--- config.mk ---
export PLATFORM = sky130hd
export DESIGN_NAME = json_string_unescaper
export DESIGN_NICKNAME = d
export VERILOG_FILES = /design/src/jsu_pkg.sv /design/src/jsu_front.sv /design/src/jsu_fifo.sv /design/src/jsu_back.sv /design/src/json_string_unescaper.sv
export SDC_FILE = /design/constraint.sdc
export NUM_CORES = 1
export LEC_CHECK = 0
export ABC_AREA = 1
export BUFFER_PORTS_ARGS = -buffer_cell sky130_fd_sc_hd__clkbuf_2
export CAP_MARGIN = 0
export CELL_PAD_IN_SITES_DETAIL_PLACEMENT = 0
export CELL_PAD_IN_SITES_GLOBAL_PLACEMENT = 1
export CORE_ASPECT_RATIO = 1.25
export CORE_MARGIN = 5
export CORE_UTILIZATION = 44
export CTS_BUF_LIST = sky130_fd_sc_hd__clkbuf_8 sky130_fd_sc_hd__clkbuf_16
export CTS_CLUSTER_DIAMETER = 60
export CTS_CLUSTER_SIZE = 25
export DETAILED_ROUTE_END_ITERATION = 16
export GPL_ROUTABILITY_DRIVEN = 0
export PLACE_DENSITY = 0.81
export SKIP_CTS_REPAIR_TIMING = 1
export SLEW_MARGIN = 15
export SYNTH_ARGS = -nofsm -noshare
export SYNTH_HDL_FRONTEND = slang
export SYNTH_SLANG_ARGS = --single-unit
--- constraint.sdc ---
create_clock -name clk -period 2.69 [get_ports clk]
set_clock_uncertainty 0.05 [all_clocks]
set_input_delay 0 -clock clk [delete_from_list [all_inputs] [get_ports clk]]
set_output_delay 0 -clock clk [all_outputs]
set_load 0.005 [all_outputs]
--- src/jsu_pkg.sv ---
// Shared types and codes for the JSON string unescaper.
package jsu_pkg;

  // Result status codes
  localparam logic [2:0] ST_BYTE    = 3'd0;
  localparam logic [2:0] ST_CLOSED  = 3'd1;
  localparam logic [2:0] ST_NOQUOTE = 3'd2;
  localparam logic [2:0] ST_BADHEX  = 3'd3;
  localparam logic [2:0] ST_ENDED   = 3'd4;

  localparam int RUN_DEPTH = 4;
  localparam int RUN_AW    = $clog2(RUN_DEPTH);

  // All results caused by one input byte, as handed from front to back.
  typedef struct packed {
    logic [1:0] cnt;     // number of results, 1 to 3
    logic [7:0] b0;
    logic [7:0] b1;
    logic [7:0] b2;
    logic [2:0] status;
  } run_t;

  // Queue status seen by the front end
  typedef struct packed {
    logic full;
    logic empty;
  } q_stat_t;

endpackage

--- src/jsu_front.sv ---
// Front end: accepts text bytes, tracks decode mode and builds result runs.
module jsu_front (
  input  logic          clk,
  input  logic          rst,
  input  logic [7:0]    in_byte,
  input  logic          end_of_data,
  input  logic          in_valid,
  output logic          in_stall,
  input  jsu_pkg::q_stat_t q_stat,
  output logic          push,
  output jsu_pkg::run_t run
);

  typedef enum logic [1:0] {
    M_IDLE = 2'd0,
    M_STR  = 2'd1,
    M_ESC  = 2'd2,
    M_HEX  = 2'd3
  } mode_t;

  mode_t       mode, mode_next;
  logic [1:0]  hex_cnt, hex_cnt_next;
  logic [11:0] code_point, code_point_next;

  logic        accept;
  logic        hex_ok;
  logic [3:0]  hex_val;
  logic [15:0] cp;
  logic        is_space;

  assign in_stall = q_stat.full;
  assign accept   = in_valid && !in_stall;

  always_comb begin
    hex_ok  = 1'b1;
    hex_val = 4'd0;
    if (in_byte >= 8'h30 && in_byte <= 8'h39) begin
      hex_val = 4'(in_byte - 8'h30);
    end else if (in_byte >= 8'h61 && in_byte <= 8'h66) begin
      hex_val = 4'(in_byte - 8'h57);
    end else if (in_byte >= 8'h41 && in_byte <= 8'h46) begin
      hex_val = 4'(in_byte - 8'h37);
    end else begin
      hex_ok = 1'b0;
    end
  end

  assign cp       = {code_point, hex_val};
  assign is_space = (in_byte == 8'h20) || (in_byte == 8'h09) || (in_byte == 8'h0A) ||
                    (in_byte == 8'h0D) || (in_byte == 8'h0C) || (in_byte == 8'h0B);

  always_comb begin
    mode_next       = mode;
    hex_cnt_next    = hex_cnt;
    code_point_next = code_point;
    run             = '0;
    run.cnt         = 2'd1;
    run.status      = jsu_pkg::ST_BYTE;
    push            = 1'b0;
    if (end_of_data) begin
      push            = 1'b1;
      run.status      = jsu_pkg::ST_ENDED;
      mode_next       = M_IDLE;
      hex_cnt_next    = 2'd0;
      code_point_next = '0;
    end else begin
      case (mode)
        M_IDLE: begin
          if (in_byte == 8'h22) begin
            mode_next = M_STR;
          end else if (!is_space) begin
            push       = 1'b1;
            run.status = jsu_pkg::ST_NOQUOTE;
          end
        end
        M_STR: begin
          if (in_byte == 8'h5C) begin
            mode_next = M_ESC;
          end else if (in_byte == 8'h22) begin
            push       = 1'b1;
            run.status = jsu_pkg::ST_CLOSED;
            mode_next  = M_IDLE;
          end else begin
            push   = 1'b1;
            run.b0 = in_byte;
          end
        end
        M_ESC: begin
          mode_next = M_STR;
          push      = 1'b1;
          case (in_byte)
            8'h62:   run.b0 = 8'h08;  // b
            8'h66:   run.b0 = 8'h0C;  // f
            8'h6E:   run.b0 = 8'h0A;  // n
            8'h72:   run.b0 = 8'h0D;  // r
            8'h74:   run.b0 = 8'h09;  // t
            8'h75: begin             // u: start hex digits
              push            = 1'b0;
              mode_next       = M_HEX;
              hex_cnt_next    = 2'd0;
              code_point_next = '0;
            end
            default: run.b0 = in_byte;
          endcase
        end
        M_HEX: begin
          if (!hex_ok) begin
            push            = 1'b1;
            run.status      = jsu_pkg::ST_BADHEX;
            mode_next       = M_IDLE;
            hex_cnt_next    = 2'd0;
            code_point_next = '0;
          end else if (hex_cnt == 2'd3) begin
            push = 1'b1;
            if (cp[15:7] == '0) begin
              run.b0 = {1'b0, cp[6:0]};
            end else if (cp[15:11] == '0) begin
              run.cnt = 2'd2;
              run.b0  = {3'b110, cp[10:6]};
              run.b1  = {2'b10, cp[5:0]};
            end else begin
              run.cnt = 2'd3;
              run.b0  = {4'b1110, cp[15:12]};
              run.b1  = {2'b10, cp[11:6]};
              run.b2  = {2'b10, cp[5:0]};
            end
            mode_next       = M_STR;
            hex_cnt_next    = 2'd0;
            code_point_next = '0;
          end else begin
            hex_cnt_next    = hex_cnt + 2'd1;
            code_point_next = cp[11:0];
          end
        end
        default: mode_next = M_IDLE;
      endcase
    end
    if (!accept) begin
      push = 1'b0;
    end
  end

  always_ff @(posedge clk) begin
    if (rst) begin
      mode       <= M_IDLE;
      hex_cnt    <= 2'd0;
      code_point <= '0;
    end else if (accept) begin
      mode       <= mode_next;
      hex_cnt    <= hex_cnt_next;
      code_point <= code_point_next;
    end
  end

endmodule

--- src/jsu_fifo.sv ---
// Short queue of result runs between front and back.
module jsu_fifo (
  input  logic             clk,
  input  logic             rst,
  input  logic             push,
  input  jsu_pkg::run_t    wr_run,
  input  logic             pop,
  output jsu_pkg::run_t    head,
  output jsu_pkg::q_stat_t q_stat
);

  jsu_pkg::run_t mem [jsu_pkg::RUN_DEPTH];

  logic [jsu_pkg::RUN_AW-1:0] wr_ptr, rd_ptr;
  logic [jsu_pkg::RUN_AW:0]   count;

  assign head         = mem[rd_ptr];
  assign q_stat.full  = (count == (jsu_pkg::RUN_AW+1)'(jsu_pkg::RUN_DEPTH));
  assign q_stat.empty = (count == '0);

  always_ff @(posedge clk) begin
    if (push) begin
      mem[wr_ptr] <= wr_run;
    end
  end

  always_ff @(posedge clk) begin
    if (rst) begin
      wr_ptr <= '0;
      rd_ptr <= '0;
      count  <= '0;
    end else begin
      if (push) begin
        wr_ptr <= wr_ptr + 1'b1;
      end
      if (pop) begin
        rd_ptr <= rd_ptr + 1'b1;
      end
      case ({push, pop})
        2'b10:   count <= count + 1'b1;
        2'b01:   count <= count - 1'b1;
        default: count <= count;
      endcase
    end
  end

endmodule

--- src/jsu_back.sv ---
// Back end: unrolls each run into single results through an output register.
module jsu_back (
  input  logic             clk,
  input  logic             rst,
  input  jsu_pkg::run_t    head,
  input  jsu_pkg::q_stat_t q_stat,
  output logic             pop,
  output logic [7:0]       out_byte,
  output logic [2:0]       status,
  output logic             last_of_run,
  output logic             out_valid,
  input  logic             out_stall
);

  logic [1:0] idx;
  logic       load;
  logic       take;
  logic       is_last;
  logic [7:0] sel;

  assign load    = !out_valid || !out_stall;
  assign take    = load && !q_stat.empty;
  assign is_last = (idx == head.cnt - 2'd1);
  assign pop     = take && is_last;

  always_comb begin
    case (idx)
      2'd0:    sel = head.b0;
      2'd1:    sel = head.b1;
      2'd2:    sel = head.b2;
      default: sel = head.b0;
    endcase
  end

  always_ff @(posedge clk) begin
    if (rst) begin
      out_valid <= 1'b0;
      idx       <= 2'd0;
    end else if (load) begin
      out_valid <= !q_stat.empty;
      if (take) begin
        out_byte    <= sel;
        status      <= head.status;
        last_of_run <= is_last;
        idx         <= is_last ? 2'd0 : idx + 2'd1;
      end
    end
  end

endmodule

--- src/json_string_unescaper.sv ---
// Top level of the streaming JSON string unescaper.
//
// Input channel: in_byte / end_of_data with in_valid and in_stall. One text
// byte (or an end-of-data mark) is transferred per cycle when in_valid is
// high and in_stall low. Output channel: out_byte / status / last_of_run
// with out_valid and out_stall; one result per transfer, last_of_run marks
// the final result caused by an input byte.
//
// A byte's run is written into the queue at its transfer; its first result
// then reaches the outputs when the output register loads it from the
// queue. Plain text is taken at one input byte per cycle while in_stall is low;
// a byte can make up to three results (for a \uXXXX escape), and the
// output register drains one result per cycle while out_stall is low.
// Whitespace before the opening quote, the opening quote, an escaping
// backslash, the u of \uXXXX and hex digits before the last make none.
//
// A four-entry queue of runs sits between the decoder and the output
// stage; in_stall rises only when it is full, so a stalled receiver backs
// up the queue first. Reset (rst, synchronous) returns the decoder to idle
// and empties the queue and the output register.
module json_string_unescaper (
  input  logic       clk,
  input  logic       rst,
  input  logic [7:0] in_byte,
  input  logic       end_of_data,
  input  logic       in_valid,
  output logic       in_stall,
  output logic [7:0] out_byte,
  output logic [2:0] status,
  output logic       last_of_run,
  output logic       out_valid,
  input  logic       out_stall
);

  jsu_pkg::run_t    wr_run;
  jsu_pkg::run_t    head;
  jsu_pkg::q_stat_t q_stat;
  logic             push;
  logic             pop;

  // Decoder: one byte per transfer, emits a run for bytes that make results
  jsu_front u_front (
    .clk         (clk),
    .rst         (rst),
    .in_byte     (in_byte),
    .end_of_data (end_of_data),
    .in_valid    (in_valid),
    .in_stall    (in_stall),
    .q_stat      (q_stat),
    .push        (push),
    .run         (wr_run)
  );

  jsu_fifo u_fifo (
    .clk    (clk),
    .rst    (rst),
    .push   (push),
    .wr_run (wr_run),
    .pop    (pop),
    .head   (head),
    .q_stat (q_stat)
  );

  // Output stage: one result per cycle from the head run while out_stall is low
  jsu_back u_back (
    .clk         (clk),
    .rst         (rst),
    .head        (head),
    .q_stat      (q_stat),
    .pop         (pop),
    .out_byte    (out_byte),
    .status      (status),
    .last_of_run (last_of_run),
    .out_valid   (out_valid),
    .out_stall   (out_stall)
  );

endmodule
==> results.toml <==
[route]
dr_wl_met3_um = 668
met2_length_um = 7904
drt-met1-wl_um = 6501
post_drt_via_cell_ratio = 5.329
wl_um = 15410
ant_nets = 0
drtPass1Iterations = 5
drcViolationCount = 0
drt-initial-drc-count = 362
via_count = 4956
top_layer = "met4"
wl_per_cell_um = 16.57

[synth]
yosysWarnings = 0
synth_nets = 719
synth_seq_area_share = 0.6037
ys_ff_latch = 144
syn-cell-area_um2 = 6699
synthDistinctLibCells = 37
synthCells = 693
syn_avg_cell_area_um2 = 9.667

[sta]
fmax_mhz = 417.9
hold_violations = 14
tightest_slew_ps = 604.2
rsz0062_at_grt = "no"
whs_ps = -18.15
fin_tns_setup_ps = 0
final_max_slew_viol_count = 0
relSlewSlack = 0.5967
fin_crit_sh = 0.8896
setup_violations = 0
period_needed_ps = 2393
fin_ws_ps = 296.9

[placement]
io_buffers = 26
hpwl_um = 10390
dp_slack_ps = -53.89
place_area_um2 = 7169

[die]
rows = 50
pin_count = 27
start_util = 0.4480
fp.dieH_um = 148.0
design.die.area_um2 = 17810
die_x_um = 120.4
core_area_um2 = 14950

[clocking]
cts.sinks = 144
cts_buffers = 17
clk_path_buf_depth = 2
clk_latency_ps = 410
root_buffer = "clkbuf_16"
h-tree-depth = 4
clkSlewWorstSetupHoldPaths_ps = 60
cts_tree = "done"

[layout]
drive_above_1_share = 0.1524
diodes = 0
final_core_util = 0.5197
final_common_cell = "nand2_1"
design_area_um2 = 7770
finalNetCount = 761
fillers = 1349
syn_to_final_growth_pct = 15.99
final_cell_mix = "135 x nand2_1, 116 x edfxtp_1, 94 x nor2_1"

[global_route]
first_global_vias = 5012
grt.total_usage = 0.1801
grt_pass1_wl_um = 25200
gr-total-overflow = 0
antenna_found_initial = 0
grt_max_degree = 50

[power_and_ir_drop]
powerDensity_nw_per_um2 = 911.8
irDropWorstVdd_v = 0.0003975
leakagePower_uw = 0.003062

[worst_setup_path]
cp-start-kind = "flop"
cp.arrival_ps = 2690
path_max_fanout = 6
endpoint_kind = "flop"
required_ps = 2990
worstSetupPathType = "reg2reg"

[run]
maxCapViolCount = 0

[run_status]
violations = "negative hold slack"
outcome = "finished, violations left"

[min_path]
hold_path_class = "in2reg"
## per-layer routing
metal | vias to the layer above | global-route usage
met5 | - | 0
met4 | 0 | 0.06746
met3 | 31 | 0.03215
met2 | 119 | 0.3208
met1 | 2342 | 0.2165
li1 | 2464 | -
## area by class of cell
cell class              instances  area [µm²]  area share
flip-flops and latches        144        4046      0.5208
repair buffers                 47       340.3     0.04380
clock buffers                  17       425.4     0.05475
inverters                      59       224.0     0.02882
multi-input cells             466        2344      0.3016
clock inverters                15       162.7     0.02093
well taps                     182       227.7     0.02931
## cell usage after synthesis
library cell	number	area, µm²
a21boi_0	1	7.510
a21o_1	1	7.510
a21oi_1	38	190.2
a21oi_2	1	8.760
a22oi_1	2	15.01
a31oi_1	8	50.05
buf_2	3	15.01
buf_4	1	7.510
clkbuf_1	20	75.07
dfxtp_1	28	560.5
edfxtp_1	116	3483
fa_1	1	20.02
ha_1	12	150.1
inv_1	53	198.9
inv_2	5	18.77
inv_4	1	6.260
nand2_1	135	506.7
nand2_2	1	6.260
nand2_4	3	33.78
nand3_1	48	240.2
nand3_2	5	50.05
nand3b_1	1	7.510
nand4_1	3	18.77
nor2_1	98	367.9
nor2_2	9	56.30
nor2_8	2	40.04
nor3_1	2	10.01
nor3_2	1	10.01
nor4_2	1	12.51
o211ai_1	3	22.52
o21a_1	4	30.03
o21ai_0	62	310.3
o21ai_2	1	8.760
o21bai_1	1	7.510
o22ai_1	18	112.6
or2_2	1	6.260
xor2_1	3	26.28
## cell families after synthesis
family	Yosys count	share of synthesized area
adders and majority gates	13	0.02540
xor gates and xnor gates	3	0.003923
and+or+nand+nor	310	0.2040
DFF	144	0.6037
AOI/OAI and AO/OA	140	0.1151
buffers and inverters	83	0.04800
## power breakdown
part	internal (µW)	switching, µW	total [µW]
Combinational	634	1240	1870
Sequential	2800	113	2910
Clock	1380	924	2300
Total	4810	2270	7080
## worst max-delay path, cell delays in order (launching register included)
cell and delay (ps):
dfxtp_2 380, inv_2 70, nand2_1 60, nand3_1 110, nand2_1 80, nand2_1 60
a21o_1 150, nand2_1 90, nor2_2 80, ha_1 230, fa_1 450, a21oi_1 140
o21a_1 150, o21ai_0 70, a21oi_1 140
## through the flow
step / cells / power [µW] / hold slack [ps]
after global routing: 930 / 7486 / 14.68
after detailed placement: 897 / 4845 / 265.8
final: 930 / 7085 / -18.15
after floorplan: 693 / 4177 / 48.87
after CTS: 929 / 7129 / -168.2
after global placement: 897 / 4775 / 253.7
## state kept, by name (all words and copies together) (netlist names), named ones only
register,count
u_fifo.mem,104
u_front.code_point,12
u_back.out_byte,8
u_back.status,3
u_fifo.count,3
u_back.idx,2
u_fifo.rd_ptr,2
u_fifo.wr_ptr,2
u_front.hex_cnt,2
u_front.mode,2
u_back.last_of_run,1
u_back.out_valid,1
## worst paths after layout
check	start	to	slack, ps	cells past startpoint
worst max-delay path	flop	u_fifo.count[2]$_SDFFE_PP0P_	300	14
worst min-delay path	rst	u_front.code_point[5]$_SDFFE_PP0P_	-20	2
worst max register to register	flop	u_fifo.count[2]$_SDFFE_PP0P_	300	14
worst min register to register	u_fifo.count[0]$_SDFFE_PP0P_	u_fifo.count[0]$_SDFFE_PP0P_	440	1
Note: power is estimated with default switching activity, not from simulation.
